### config.mk
export PLATFORM = sky130hd
export DESIGN_NAME = signed_binary_to_decimal_ascii_core_flat
export DESIGN_NICKNAME = d
export VERILOG_FILES = /design/src/hdl/sbda_pkg.sv /design/src/hdl/sbda_if.sv /design/src/hdl/sbda_dpath.sv /design/src/hdl/sbda_ctrl.sv /design/src/hdl/signed_binary_to_decimal_ascii_core.sv /design/src/flat_wrapper.sv
export SDC_FILE = /design/constraint.sdc
export NUM_CORES = 1
export LEC_CHECK = 0
export BUFFER_PORTS_ARGS = -buffer_cell sky130_fd_sc_hd__buf_2
export CAP_MARGIN = 20
export CELL_PAD_IN_SITES_DETAIL_PLACEMENT = 0
export CELL_PAD_IN_SITES_GLOBAL_PLACEMENT = 2
export CORE_MARGIN = 2
export CORE_UTILIZATION = 33
export CTS_CLUSTER_SIZE = 14
export DETAILED_ROUTE_END_ITERATION = 10
export PLACE_DENSITY = 0.86
export SYNTH_ARGS = -nofsm -noshare
export SYNTH_HDL_FRONTEND = slang
export SYNTH_SLANG_ARGS = --single-unit
### constraint.sdc
create_clock -name clock -period 2.5 [get_ports clock]
set_clock_uncertainty 0.2 [all_clocks]
set_input_delay 0.25 -clock clock [delete_from_list [all_inputs] [get_ports clock]]
set_output_delay 0.25 -clock clock [all_outputs]
set_load 0.1 [all_outputs]
### src/hdl/sbda_pkg.sv
// Shared types and constants for the signed binary to decimal text converter.
`default_nettype none

package sbda_pkg;

   localparam int unsigned DIGIT_W = 4;

   localparam logic [7:0] CHAR_ZERO  = 8'd48;
   localparam logic [7:0] CHAR_MINUS = 8'd45;

   // Double-dabble correction: a digit of 5 or more gets 3 added before the shift.
   localparam logic [DIGIT_W-1:0] ADD3_LIMIT = 4'd5;
   localparam logic [DIGIT_W-1:0] ADD3_STEP  = 4'd3;

   // Commands from controller to datapath.
   typedef struct packed {
      logic load;       // take the input value, start a conversion
      logic shift;      // one double-dabble step
      logic drop_digit; // shift the top BCD digit out
   } cmd_type;

   // Status from datapath to controller.
   typedef struct packed {
      logic conv_done;  // all magnitude bits shifted in
      logic top_zero;   // top BCD digit is zero
      logic last_digit; // one digit left in the run
      logic negative;   // input was negative
   } sts_type;

endpackage

`default_nettype wire

### src/hdl/sbda_if.sv
// Valid/ready channel interfaces for the converter's input and result items.
`default_nettype none

interface sbda_req_if #(
   parameter int VALUE_WIDTH = 32
);
   logic                          valid;
   logic                          ready;
   logic signed [VALUE_WIDTH-1:0] value;

   modport source (output valid, output value, input ready);
   modport sink   (input valid, input value, output ready);
endinterface

interface sbda_rsp_if;
   logic       valid;
   logic       ready;
   logic [7:0] char_code;
   logic       last;

   modport source (output valid, output char_code, output last, input ready);
   modport sink   (input valid, input char_code, input last, output ready);
endinterface

`default_nettype wire

### src/hdl/sbda_dpath.sv
// Datapath: magnitude shifter, BCD register with add-3 correction, bit and digit counters.
`default_nettype none

module sbda_dpath
   import sbda_pkg::*;
#(
   parameter int VALUE_WIDTH = 32
) (
   input  wire logic                          clock,
   input  wire logic signed [VALUE_WIDTH-1:0] value,
   input  wire cmd_type                       cmd,
   output      sts_type                       sts,
   output      logic [7:0]                    digit_char
);

   // Decimal digits of 2^VALUE_WIDTH, log10(2) ~ 1233/4096.
   localparam int unsigned DIGITS  = ((VALUE_WIDTH * 1233) >> 12) + 1;
   localparam int unsigned BCD_W   = DIGITS * DIGIT_W;
   localparam int unsigned BCNT_W  = $clog2(VALUE_WIDTH + 1);
   localparam int unsigned DCNT_W  = $clog2(DIGITS + 1);

   logic [VALUE_WIDTH-1:0] mag_ff,  mag_in;
   logic [BCD_W-1:0]       bcd_ff,  bcd_in;
   logic [BCD_W-1:0]       bcd_adj;
   logic [BCNT_W-1:0]      bcnt_ff, bcnt_in;
   logic [DCNT_W-1:0]      dcnt_ff, dcnt_in;
   logic                   neg_ff,  neg_in;
   logic [VALUE_WIDTH-1:0] raw;

   assign raw = value;

   // add-3 on every digit, independent per digit
   always_comb begin
      logic [DIGIT_W-1:0] nib;
      for (int i = 0; i < DIGITS; i++) begin
         nib = bcd_ff[i*DIGIT_W +: DIGIT_W];
         bcd_adj[i*DIGIT_W +: DIGIT_W] = (nib >= ADD3_LIMIT) ? nib + ADD3_STEP : nib;
      end
   end

   always_comb begin
      mag_in  = mag_ff;
      bcd_in  = bcd_ff;
      bcnt_in = bcnt_ff;
      dcnt_in = dcnt_ff;
      neg_in  = neg_ff;
      if (cmd.load) begin
         neg_in  = raw[VALUE_WIDTH-1];
         mag_in  = raw[VALUE_WIDTH-1] ? (~raw + 1'b1) : raw;
         bcd_in  = '0;
         bcnt_in = BCNT_W'(VALUE_WIDTH);
         dcnt_in = DCNT_W'(DIGITS);
      end else if (cmd.shift) begin
         bcd_in  = {bcd_adj[BCD_W-2:0], mag_ff[VALUE_WIDTH-1]};
         mag_in  = {mag_ff[VALUE_WIDTH-2:0], 1'b0};
         bcnt_in = bcnt_ff - 1'b1;
      end else if (cmd.drop_digit) begin
         bcd_in  = {bcd_ff[BCD_W-DIGIT_W-1:0], {DIGIT_W{1'b0}}};
         dcnt_in = dcnt_ff - 1'b1;
      end
   end

   always_ff @(posedge clock) begin
      mag_ff  <= mag_in;
      bcd_ff  <= bcd_in;
      bcnt_ff <= bcnt_in;
      dcnt_ff <= dcnt_in;
      neg_ff  <= neg_in;
   end

   assign sts.conv_done  = (bcnt_ff == '0);
   assign sts.top_zero   = (bcd_ff[BCD_W-1 -: DIGIT_W] == '0);
   assign sts.last_digit = (dcnt_ff == DCNT_W'(1));
   assign sts.negative   = neg_ff;

   assign digit_char = CHAR_ZERO + 8'(bcd_ff[BCD_W-1 -: DIGIT_W]);

endmodule

`default_nettype wire

### src/hdl/sbda_ctrl.sv
// Controller: sequences load, conversion, leading-zero trim and character output.
`default_nettype none

module sbda_ctrl
   import sbda_pkg::*;
(
   input  wire logic    clock,
   input  wire logic    reset,
   input  wire logic    req_valid,
   output      logic    req_ready,
   output      logic    rsp_valid,
   input  wire logic    rsp_ready,
   output      logic    sel_minus,
   output      cmd_type cmd,
   input  wire sts_type sts
);

   typedef enum logic [2:0] {
      IDLE,
      CONVERT,
      TRIM,
      SIGN,
      DIGIT
   } state_type;

   state_type state_ff, state_in;

   always_comb begin
      state_in = state_ff;
      cmd      = '0;
      case (state_ff)
         IDLE: begin
            if (req_valid) begin
               cmd.load = 1'b1;
               state_in = CONVERT;
            end
         end
         CONVERT: begin
            if (sts.conv_done) begin
               state_in = TRIM;
            end else begin
               cmd.shift = 1'b1;
            end
         end
         TRIM: begin
            if (sts.top_zero && !sts.last_digit) begin
               cmd.drop_digit = 1'b1;
            end else begin
               state_in = sts.negative ? SIGN : DIGIT;
            end
         end
         SIGN: begin
            if (rsp_ready) begin
               state_in = DIGIT;
            end
         end
         DIGIT: begin
            if (rsp_ready) begin
               if (sts.last_digit) begin
                  state_in = IDLE;
               end else begin
                  cmd.drop_digit = 1'b1;
               end
            end
         end
         default: state_in = IDLE;
      endcase
   end

   always_ff @(posedge clock) begin
      if (reset) begin
         state_ff <= IDLE;
      end else begin
         state_ff <= state_in;
      end
   end

   assign req_ready = (state_ff == IDLE);
   assign rsp_valid = (state_ff == SIGN) || (state_ff == DIGIT);
   assign sel_minus = (state_ff == SIGN);

endmodule

`default_nettype wire

### src/hdl/signed_binary_to_decimal_ascii_core.sv
// Top level of the signed binary to decimal ASCII text converter.
`default_nettype none

// Converts one signed VALUE_WIDTH-bit integer per input item into its decimal text,
// one ASCII character per result item, most significant digit first. Negative values
// get a leading '-'; zero gives a single '0'; the most negative value converts exactly
// (its magnitude is handled as unsigned). The final character of each run has last = 1.
// One item at a time: req ready is high only while idle. Per item the block loads the
// value, runs VALUE_WIDTH double-dabble steps (one magnitude bit each), trims leading
// zero digits, then emits the '-' when negative and the digits, each character held
// until the result side is ready. Trimmed zeros and emitted digits always add up to
// DIGITS. The double-dabble loop sets most of the time per item; the result side
// holding off lengthens it.

module signed_binary_to_decimal_ascii_core
   import sbda_pkg::*;
#(
   parameter int VALUE_WIDTH = 32
) (
   input  wire logic   clock,
   input  wire logic   reset,
   sbda_req_if.sink    req_chan,
   sbda_rsp_if.source  rsp_chan
);

   cmd_type    cmd;
   sts_type    sts;
   logic       sel_minus;
   logic [7:0] digit_char;

   sbda_ctrl u_ctrl (
      .clock     (clock),
      .reset     (reset),
      .req_valid (req_chan.valid),
      .req_ready (req_chan.ready),
      .rsp_valid (rsp_chan.valid),
      .rsp_ready (rsp_chan.ready),
      .sel_minus (sel_minus),
      .cmd       (cmd),
      .sts       (sts)
   );

   sbda_dpath #(
      .VALUE_WIDTH (VALUE_WIDTH)
   ) u_dpath (
      .clock      (clock),
      .value      (req_chan.value),
      .cmd        (cmd),
      .sts        (sts),
      .digit_char (digit_char)
   );

   // Result payload comes straight off registers: sign or the top BCD digit.
   assign rsp_chan.char_code = sel_minus ? CHAR_MINUS : digit_char;
   assign rsp_chan.last      = !sel_minus && sts.last_digit;

   // Sign character is never the end of a run.
   a_sign_not_last: assert property (@(posedge clock) disable iff (reset)
      (rsp_chan.valid && sel_minus) |-> !rsp_chan.last)
      else $error("sign character marked last");

   // No new item while results are pending.
   a_busy_no_accept: assert property (@(posedge clock) disable iff (reset)
      rsp_chan.valid |-> !req_chan.ready)
      else $error("input ready while emitting");

   // After an accept the block is busy next cycle.
   a_accept_busy: assert property (@(posedge clock) disable iff (reset)
      (req_chan.valid && req_chan.ready) |=> !req_chan.ready)
      else $error("input ready right after accept");

   // Digit characters are decimal digits.
   a_digit_range: assert property (@(posedge clock) disable iff (reset)
      (rsp_chan.valid && !sel_minus) |->
         (rsp_chan.char_code >= CHAR_ZERO && rsp_chan.char_code <= CHAR_ZERO + 8'd9))
      else $error("digit character out of range");

endmodule

`default_nettype wire
### src/flat_wrapper.sv
// flat-port wrapper written by rule: the top's interface ports become plain ports
module signed_binary_to_decimal_ascii_core_flat import sbda_pkg::*;
#(
   parameter int VALUE_WIDTH = 32
)
  (clock, reset, req_chan_valid, req_chan_value, req_chan_ready, rsp_chan_valid, rsp_chan_char_code, rsp_chan_last, rsp_chan_ready);
  sbda_req_if #(.VALUE_WIDTH(VALUE_WIDTH)) req_chan_i ();
  sbda_rsp_if rsp_chan_i ();
  input  wire logic clock;
  input  wire logic reset;
  input wire logic [$bits(req_chan_i.valid)-1:0] req_chan_valid;
  input wire logic [$bits(req_chan_i.value)-1:0] req_chan_value;
  output wire logic [$bits(req_chan_i.ready)-1:0] req_chan_ready;
  output wire logic [$bits(rsp_chan_i.valid)-1:0] rsp_chan_valid;
  output wire logic [$bits(rsp_chan_i.char_code)-1:0] rsp_chan_char_code;
  output wire logic [$bits(rsp_chan_i.last)-1:0] rsp_chan_last;
  input wire logic [$bits(rsp_chan_i.ready)-1:0] rsp_chan_ready;
  assign req_chan_i.valid = req_chan_valid;
  assign req_chan_i.value = req_chan_value;
  assign req_chan_ready = req_chan_i.ready;
  assign rsp_chan_valid = rsp_chan_i.valid;
  assign rsp_chan_char_code = rsp_chan_i.char_code;
  assign rsp_chan_last = rsp_chan_i.last;
  assign rsp_chan_i.ready = rsp_chan_ready;
  signed_binary_to_decimal_ascii_core #(.VALUE_WIDTH(VALUE_WIDTH)) u_core (.clock(clock), .reset(reset), .req_chan(req_chan_i), .rsp_chan(rsp_chan_i));
endmodule
Word-level counts from Yosys, hierarchy flattened
Cells that the tools add are included.
- flip-flop bits (word level): 86
- bits of input ports: 36
- output and inout bits: 11
- magnitude comparators: 10
- $add $sub $neg: 14
- equal/unequal tests: 11
- reduce and logical (&&, ||, !) cells: 12
- bitwise gates (word level): 2
- mux-type cells: 32
- operator list (cell ; count):
    32-bit two-way mux ; 3
    40-bit two-way mux ; 2
    4-bit by 3-bit >= comparator with 1-bit output, second input constant ; 10
    4-bit by 2-bit adder with 4-bit output, second input constant ; 9
    4-bit two-way mux ; 9
    32-bit by 1-bit adder with 32-bit output, second input constant ; 1
    32-bit NOT ; 1
    3-bit two-way mux ; 8
    3-bit one-hot mux with 5 select lines ; 1
    2-bit inequality test, second input constant ; 4
    6-bit by 4-bit adder with 7-bit output, first input constant ; 1
    1-bit two-way mux ; 7
    7-bit two-way mux ; 1
    3-bit by 2-bit equality test with 1-bit output, second input constant ; 2
    6-bit logical NOT ; 1
    6-bit AND reduction ; 1
    6-bit by 1-bit subtractor with 6-bit output, second input constant ; 1
    4-bit by 1-bit equality test with 1-bit output, second input constant ; 1
    4-bit logical NOT ; 1
    2-bit by 1-bit inequality test with 1-bit output, second input constant ; 2
    2-bit nonzero test ; 2
    4-bit by 1-bit subtractor with 4-bit output, second input constant ; 1
    3-bit by 2-bit adder with 3-bit output, second input constant ; 1
    3-bit by 1-bit equality test with 1-bit output, second input constant ; 1
    other kinds (8) ; 10

Logic depth before layout (Yosys ltp)
- depth in word-level cells: 7
- gate-level depth with buffers: 9
- mapped depth without buffers: 7

Hierarchy
From an unflattened synthesis, not the netlist that was laid out.
- cells, all modules: 641
- area, all modules: 5526.6 um^2
- modules (own cells, without submodules) (module ; cells an instance ; times used ; area each (um^2)):
    sbda_dpath ; 595 ; 1 ; 5144.9
    sbda_ctrl ; 37 ; 1 ; 325.3
    signed_binary_to_decimal_ascii_core ; 9 ; 1 ; 56.3

Worst setup path after synthesis
No wires, ideal clock.
- kind: reg2out
- from: register u_core.u_ctrl.state_ff[1]
- to: output port req_chan_ready
- arrival time: 2.492 ns
- buffers on the path: 1
- stages on the path, launching flop included: 3
- data required time: 2.050 ns
- slack: -0.442 ns
- path through: dfxtp_1 -> buf_2 -> nor3_1
- word-level cells in the longest chain between the ends: 1
- RTL lines (what ; RTL line ; source):
    start, declared ; sbda_ctrl.sv:26 ; state_type state_ff, state_in;
    start signal, assigned ; sbda_ctrl.sv:74 ; state_ff <= state_in;
    3-bit logical NOT ; sbda_ctrl.sv:78 ; assign req_ready = (state_ff == IDLE);
    end, declared ; flat_wrapper.sv:13 ; output wire logic [$bits(req_chan_i.ready)-1:0] req_chan_ready;
No other way between the ends.

Final worst setup path
- from: register u_core.u_ctrl.state_ff[1]
- to: output port rsp_chan_char_code[2]
- word-level cells in the longest chain between the ends: 2
- RTL lines (what ; RTL line ; source):
    3-bit by 2-bit equality test with 1-bit output ; sbda_ctrl.sv:80 ; assign sel_minus = (state_ff == SIGN);
    7-bit two-way mux ; signed_binary_to_decimal_ascii_core.sv:54 ; assign rsp_chan.char_code = sel_minus ? CHAR_MINUS : digit_char;
    end, declared ; flat_wrapper.sv:15 ; output wire logic [$bits(rsp_chan_i.char_code)-1:0] rsp_chan_char_code;
No other way between the ends.

==> qor.csv <==
stage,metric,value,unit
final_layout,finalInstanceArea,6060,µm²
clock_network,cts_setup_buffers,0,
clock_network,ctsRootBufferMaster,clkbuf_16,
sta,finalCriticalPeriod,2380,ps
die,io_pins,47,
logic_synthesis,synth_largest_area_cell,dfxtp_1,
placed_design,gp_congestion,0.771,
die,placeableCoreArea,15800,µm²
critical_path,max_stage_delay,540,ps
worst_hold_path,whs_path_depth,3,
routing,detailedRoute.firstPassIterationCount,6,
routing,drt_first_iter_violations,205,
global_route,global_route.overflow_total,0,
logic_synthesis,synth_top_cells_by_area,"dfxtp_1 (20%), edfxtp_1 (19%), nand2_1 (7.4%)",
critical_path,startpoint_type,flop,
sta,rsz0062_at_grt,false,
final_layout,post_route_cells_drive_above_1_share,13.7,%
logic_synthesis,synth_area_per_cell,8.64,µm²
global_route,first_global_vias,4157,
logic_synthesis,register_bit_count_reported_by_yosys,86,
pwr,ir_worst_vdd,0.000411,V
final_layout,final_net_count,713,
placed_design,place_hpwl,7940,µm
logic_synthesis,syn-instance-count,615,
flow_run,drv.max_cap_violation_count,0,
final_layout,n_antenna_cell,0,
placed_design,port-buffer-count,43,
sta,setup_violating_endpoint_count_in_the_final_report,0,
clock_network,clk-insertion-delay-late,340,ps
logic_synthesis,yosysWarningCount,0,
logic_synthesis,postSynth.asyncResetShare,0,%
global_route,global_route_wire_length_before_repair,19600,µm
sta,hold_viol_final,0,
clock_network,clock_sink_count,86,
die,row_count,46,
critical_path,critical_path_arrival,1930,ps
critical_path,setup.reg_to_reg.worst_slack,200,ps
outcome,outcome,"finished, final reports clean",
final_layout,filler_cell_count,1633,
logic_synthesis,synthDistinctLibCells,55,
routing,dr_total_vias,4330,
logic_synthesis,dominantRegCellSynth,dfxtp_1,
sta,finalCritPeriodShare,95.1,%
routing,post-route-drc-count,0,
clock_network,clock_tree.htree_level_count,3,
sta,setup_tns,0,ps
sta,worst_tran_pin_value,597,ps
critical_path,worstSetupEndpointType,primary output,
critical_path,path_cells,"inv_1, or2_2, nand2b_1, buf_2",
die,fp.dieH,131,µm
sta,timing.fmax,421,MHz
sta,hold_slack,81.3,ps
global_route,globalRouteTotalUtil,14.2,%
logic_synthesis,synth.cell_area,5310,µm²
global_route,antenna_found_initial,0,
critical_path,timing.critical_path.slowest_stage_cell,dfxtp_1,
routing,detail-route-antenna-nets,0,
final_layout,syn2layout_area_growth,14.0,%
pwr,powerDensity,822,nW/µm²
critical_path,worstPathMaxFanout,9,
routing,detail_route.vias_per_cell,4.97,
critical_path,worstSetupPathType,reg -> out,
placed_design,dpl-instance-area,5770,µm²
routing,wl,11200,µm
global_route,grt_max_degree,68,
clock_network,tritoncts_buffer_count,9,
logic_synthesis,synth_edf_count,33,
logic_synthesis,synth-seq-area-share,38.6,%
die,effective_utilization_at_floorplan,33.6,%
sta,final_max_slew_viol_count,0,
critical_path,r2r.worst_path.cells,7,
pwr,power.leakage,2.28,nW
clock_network,clk_path_buf_depth,2,
clock_network,clkTransAtPathRegs,60,ps
sta,slew_headroom,60.2,%
critical_path,crit_required,2050,ps
routing,routed_length_per_placed_instance,12.9,µm
clock_network,tritoncts_clock_tree,built,
die,design.die.area,17100,µm²
die,floorplan.die.width,131,µm
logic_synthesis,yosys.area.top_type_share,20.0,%
worst_hold_path,worst_hold_path_type,in -> reg,
==> power by group <==
group | internal [mW] | total (mW) | switching [mW]
clock | 0.696 | 1.25 | 0.558
combinational | 0.517 | 1.61 | 1.09
sequential | 1.95 | 2.11 | 0.161
==> logic make-up after synthesis <==
logic type | after synthesis | synth area share [%]
AOI/OAI and AO/OA | 180 | 21.4
xor gates and xnor gates | 45 | 7.42
adders and majority gates | 26 | 6.12
buffers and inverters | 63 | 5.65
DFF | 86 | 38.6
muxes | 12 | 2.26
other | 2 | 0.141
and+or+nand+nor | 201 | 18.4
==> routing by layer <==
layer	GRT usage (%)	vias up	wire [µm]	part of all wire, %
li1	-	2238	-	-
met1	17.8	2017	5380	48
met2	24.1	65	5370	48
met3	3.18	10	332	3.0
met4	5.01	0	142	1.3
met5	0	-	0	0
==> area by class of cell <==
class                   count  area (µm²)  share of cell area, %
flip-flops and latches     86        2050                   33.9
inverters                  30         113                   1.86
repair buffers             57         363                   5.99
clock inverters             5        35.0                  0.578
clock buffers              10         239                   3.94
well taps                 216         270                   4.46
multi-input cells         467        2990                   49.3
==> Yosys cell counts (all sizes together) (3+ instances only) <==
| library cell | number |
|---|---|
| a22oi | 28 |
| edfxtp | 33 |
| ha | 26 |
| inv | 30 |
| nand2b | 23 |
| buf | 25 |
| dfxtp | 53 |
| or3 | 8 |
| a221o | 9 |
| nor2 | 31 |
| nand4 | 5 |
| nor3 | 5 |
| nand3 | 3 |
| xor2 | 29 |
| o21ai | 61 |
| o31ai | 12 |
| clkbuf | 8 |
| o41ai | 6 |
| nor4 | 6 |
| mux2i | 12 |
| nand2 | 105 |
| and2 | 4 |
| xnor2 | 16 |
| a21oi | 54 |
==> what timing repair did <==
action | 4_1_cts | 5_1_grt
endpoints found under the setup margin | 0 | 1
hold buffers | 1 | 0
gates resized for setup | 0 | 1
endpoints found under the hold margin | 2 | 0
==> worst paths after layout <==
path / start / to
setup reg to reg: u_core.u_dpath.bcd_ff[37]$_SDFFE_PP0P_ / u_core.u_dpath.bcd_ff[31]$_SDFFE_PP0P_
setup / recovery: u_core.u_ctrl.state_ff[1]$_SDFFE_PP0P_ / rsp_chan_char_code[2]
hold / removal: req_chan_value[0] / u_core.u_dpath.mag_ff[0]$_SDFFCE_PN0P_
hold reg to reg: u_core.u_dpath.bcd_ff[37]$_SDFFE_PP0P_ / u_core.u_dpath.bcd_ff[37]$_SDFFE_PP0P_
==> cell usage in the layout, fill, tap and decap left out, drive strengths merged, types with 16 or more instances in the layout <==
master  count
a22oi      28
inv        31
xnor2      16
xor2       29
o21ai      61
dfxtp      53
nand2     105
nand2b     23
buf        55
a21oi      54
nor2       31
ha         26
edfxtp     33
==> sequential cells by signal, summed over array words and instances, names as in the netlist <==
register	count
u_core.u_dpath.neg_ff	1
u_core.u_dpath.mag_ff	32
u_core.u_dpath.dcnt_ff	4
u_core.u_dpath.bcnt_ff	6
u_core.u_ctrl.state_ff	3
u_core.u_dpath.bcd_ff	40
==> through the flow <==
| step | util [%] | worst slack (ps) | cells | total power, mW |
|---|---|---|---|---|
| 6_report | 38.3 | 123 | 871 | 4.98 |
| 5_1_grt | 38.3 | 4.89 | 871 | 5.34 |
| 4_1_cts | 38.3 | 80.1 | 871 | 5.06 |
| 3_5_place_dp | 36.5 | 180 | 855 | 3.77 |
| 3_3_place_gp | 36.5 | 210 | 855 | 3.74 |
| 2_1_floorplan | - | 25.5 | 616 | 3.25 |
==> critical path, delay by kind of cell, from the launching register on <==
kind | cells | cell delay [ps]
and+or+nand+nor | 2 | 480
DFF | 1 | 540
buffers and inverters | 2 | 560
Power figures use the tool's default switching activity.
